===== src/rtl/kfi_ram.sv =====
// ----------------------------------------------------------------------------
// kfi_ram: generic single-write, single-read RAM
// One write port and one read port with registered read data.
// ----------------------------------------------------------------------------
module kfi_ram #(
	parameter int WIDTH = 8,
	parameter int DEPTH = 16
) (
	input  logic                     clk,
	input  logic                     we,
	input  logic [$clog2(DEPTH)-1:0] waddr,
	input  logic [WIDTH-1:0]         wdata,
	input  logic [$clog2(DEPTH)-1:0] raddr,
	output logic [WIDTH-1:0]         rdata
);

	logic [WIDTH-1:0] mem [DEPTH];

	always_ff @(posedge clk) begin
		if (we) begin
			mem[waddr] <= wdata;
		end
		rdata <= mem[raddr];
	end

endmodule


===== config.mk =====
export PLATFORM = sky130hd
export DESIGN_NAME = kfi_ram
export DESIGN_NICKNAME = d
export VERILOG_FILES = /design/src/rtl/kfi_ram.sv
export SDC_FILE = /design/constraint.sdc
export NUM_CORES = 1
export LEC_CHECK = 0
export BUFFER_PORTS_ARGS = -buffer_cell sky130_fd_sc_hd__buf_2
export CORE_MARGIN = 10
export CORE_UTILIZATION = 49
export CTS_CLUSTER_DIAMETER = 50
export DETAILED_ROUTE_END_ITERATION = 10
export PLACE_DENSITY_LB_ADDON = 0.2
export SYNTH_ARGS = -nofsm -noshare
export SYNTH_HDL_FRONTEND = slang
export SYNTH_SLANG_ARGS = --single-unit

===== constraint.sdc =====
create_clock -name clk -period 2.32 [get_ports clk]
set_input_delay 0.348 -clock clk [delete_from_list [all_inputs] [get_ports clk]]
set_output_delay 0.348 -clock clk [all_outputs]
set_load 0.02 [all_outputs]

==> impl_metrics.yaml <==
status:
  status: "finished, final reports clean"
job:
  drv_cap: 0
clock_network:
  cts_root_buf: "clkbuf_8"
  holdBufCountCts: 0
  cts_max_level: 4
  clk_pin_slew_ns: 0.06
  clkSinkCount: 136
  cts_inserted_buffers: 17
  cts_tree: "yes"
  post-cts-setup-buffers: 0
  cts_resized: 0
  clockBufferDepth: 2
  clock_latency_ns: 0.51
drt:
  via_count: 2409
  routed_wl_um: 9540
  drc: 0
  wire_per_inst_um: 22.2
  dr.pass1.iters: 4
  postRouteAntennaNets: 0
  initialDrtViolationCount: 217
  vias_per_cell: 5.60
placement:
  place.port_buffers: 25
  gp_congestion: 0.742
  detailed_place.area_sq_um: 5520
  pre_cts_ws_ns: 0.470
  hpwl_um: 6090
pwr:
  power_density_nw_per_um2: 895
  p_leak_nw: 2.07
  ir_worst_vdd_uv: 504
final_layout:
  drive_gt1_share_pct: 32.0
  area_growth_pct: 17.9
  stdcell_area_sq_um: 6070
  final_core_util_pct: 59.1
  nets: 300
  diodes: 0
critical_path:
  path_buf_inv: 1
  critPathMaxFanout: 1
  rr_endpoint: "rdata[1]$_DFF_P_"
  critPathCaptureType: "output pin"
  crit_required_ns: 1.97
  cp_slowest_cell: "dfxtp_1"
  crit_family: "flip-flops"
  crit_path_start_kind: "register"
  max_stage_delay_ns: 0.38
  ff2ff_setup_slack_ns: 0.92
  crit_path_cell_trace: "buf_2"
  cp.arrival_ns: 1.07
  reg2reg_depth: 3
  path_class: "reg -> out"
  regToRegStartpoint: "mem[5][1]$_DFFE_PP_"
logic_synthesis:
  synth_nets: 247
  yosys_warnings: 0
  synth.top_cell.area_share_pct: 74.7
  synth_seq_cells: 136
  seq_area_frac_synth_pct: 77.8
  netlist_instances: 229
  synth_most_common_cell: "edfxtp_1"
  syn_area_per_cell_sq_um: 22.5
  synthDistinctLibCells: 19
  synth-main-ff-cell: "edfxtp_1"
  synthTopCellsByCount: "edfxtp_1 (128), mux4_2 (18), a22oi_1 (16), mux4_1 (14), nor2_1 (13)"
  synthArstFlopShare_pct: 0
  yosysTopAreaCell: "edfxtp_1"
  synth_area_sq_um: 5150
  synth_area_leaders: "edfxtp_1 (75%), mux4_2 (7.9%), mux4_1 (7.1%), dfxtp_1 (3.1%), a22oi_1 (2.3%)"
  synth_edf_count: 128
die:
  die_y_um: 122
  die_w_um: 122
  row_count: 37
  die_area_sq_um: 15000
  io_pins: 26
  initial_core_util_pct: 50.1
  coreArea_sq_um: 10300
sta:
  relSlewSlack_pct: 62.7
  timing.hold.ws_ns: 0.223
  max_freq_mhz: 705
  finClkSkew_ns: 0.00882
  setup_viol: 0
  tns_ns: 0
  min_period_over_period_pct: 61.1
  rsz0062_at_grt: "false"
  drv_slew: 0
  final_hold_viol_count: 0
  layout_setup_ws_ns: 0.902
  tightest_slew_ns: 0.557
  period_needed_ns: 1.42
worst_hold_path:
  hold_depth: 1
  min-delay-start: "wdata[6]"
  hold_class: "in -> reg"
  hold_end: "mem[13][6]$_DFFE_PP_"
grt:
  grt_pass1_wl_um: 14900
  grt_pass1_vias: 2559
  track_usage_pct: 13.8
  grt_max_degree: 33
  grt-ovfl-total: 0
  antenna_found_initial: 0
cells in the final DEF (no fill, tap or decap), types with 3 or more instances in the layout:
master      count
clkinv_4        3
nor3_1          4
mux4_1         14
clkinv_2        5
mux4_2         18
clkinvlp_4      3
nor2_1         13
nand2_1         9
a22oi_1        16
buf_4          17
clkbuf_16      16
dfxtp_1         8
edfxtp_1      128
buf_2          25
clkbuf_8        3
logic make-up (layout without fill, tap and decap cells):
family | count (synthesis) | after routing | synth area share, %
and+or+nand+nor | 35 | 35 | 3.18
muxes | 32 | 32 | 15.0
buffers and inverters | 10 | 75 | 1.68
DFF | 136 | 136 | 77.8
AOI/OAI and AO/OA | 16 | 16 | 2.33
sequential cells by signal, summed over array words and instances, names as in the netlist:
name,cells
mem,128
rdata,8
cell type report:
cell class | instances | area, sq um
multi-input combinational | 83 | 1060
timing repair buffer | 44 | 293
clock buffer | 19 | 442
tap | 136 | 170
fill | 787 | 4210
clock inverter | 12 | 104
sequential | 136 | 4000
worst max path at each step:
stage,slack (ns),startpoint,cells after the start,endpoint
2_1_floorplan,0.48,waddr[2],2,mem[0][0]$_DFFE_PP_
3_5_place_dp,0.47,raddr[0],5,rdata[1]$_DFF_P_
5_1_grt,0.85,mem[5][1]$_DFFE_PP_,3,rdata[1]$_DFF_P_
3_3_place_gp,0.49,raddr[0],5,rdata[1]$_DFF_P_
6_report,0.90,rdata[7]$_DFF_P_,1,rdata[7]
4_1_cts,0.86,rdata[7]$_DFF_P_,1,rdata[7]
metal layers:
metal | routed length, um | track usage, % | vias to the layer above | part of all wire, %
li1 | - | - | 1077 | -
met1 | 4050 | 18.4 | 1250 | 43
met2 | 4790 | 21.0 | 71 | 50
met3 | 594 | 4.45 | 11 | 6.2
met4 | 104 | 4.86 | 0 | 1.1
met5 | 0 | 0 | - | 0
through the flow:
stage	total power [mW]	std cells
floorplan	2.97	229
CTS	5.48	430
global placement	3.08	399
global route	5.63	430
finish	5.43	430
detailed placement	3.09	399
report_power, final:
group	switching (mW)	leakage, nW	internal, mW
combinational	0.159	0.581	0.111
sequential	0.0152	1.22	2.75
clock	0.940	0.265	1.46
total	1.11	2.07	4.32
Power figures use the tool's default switching activity.
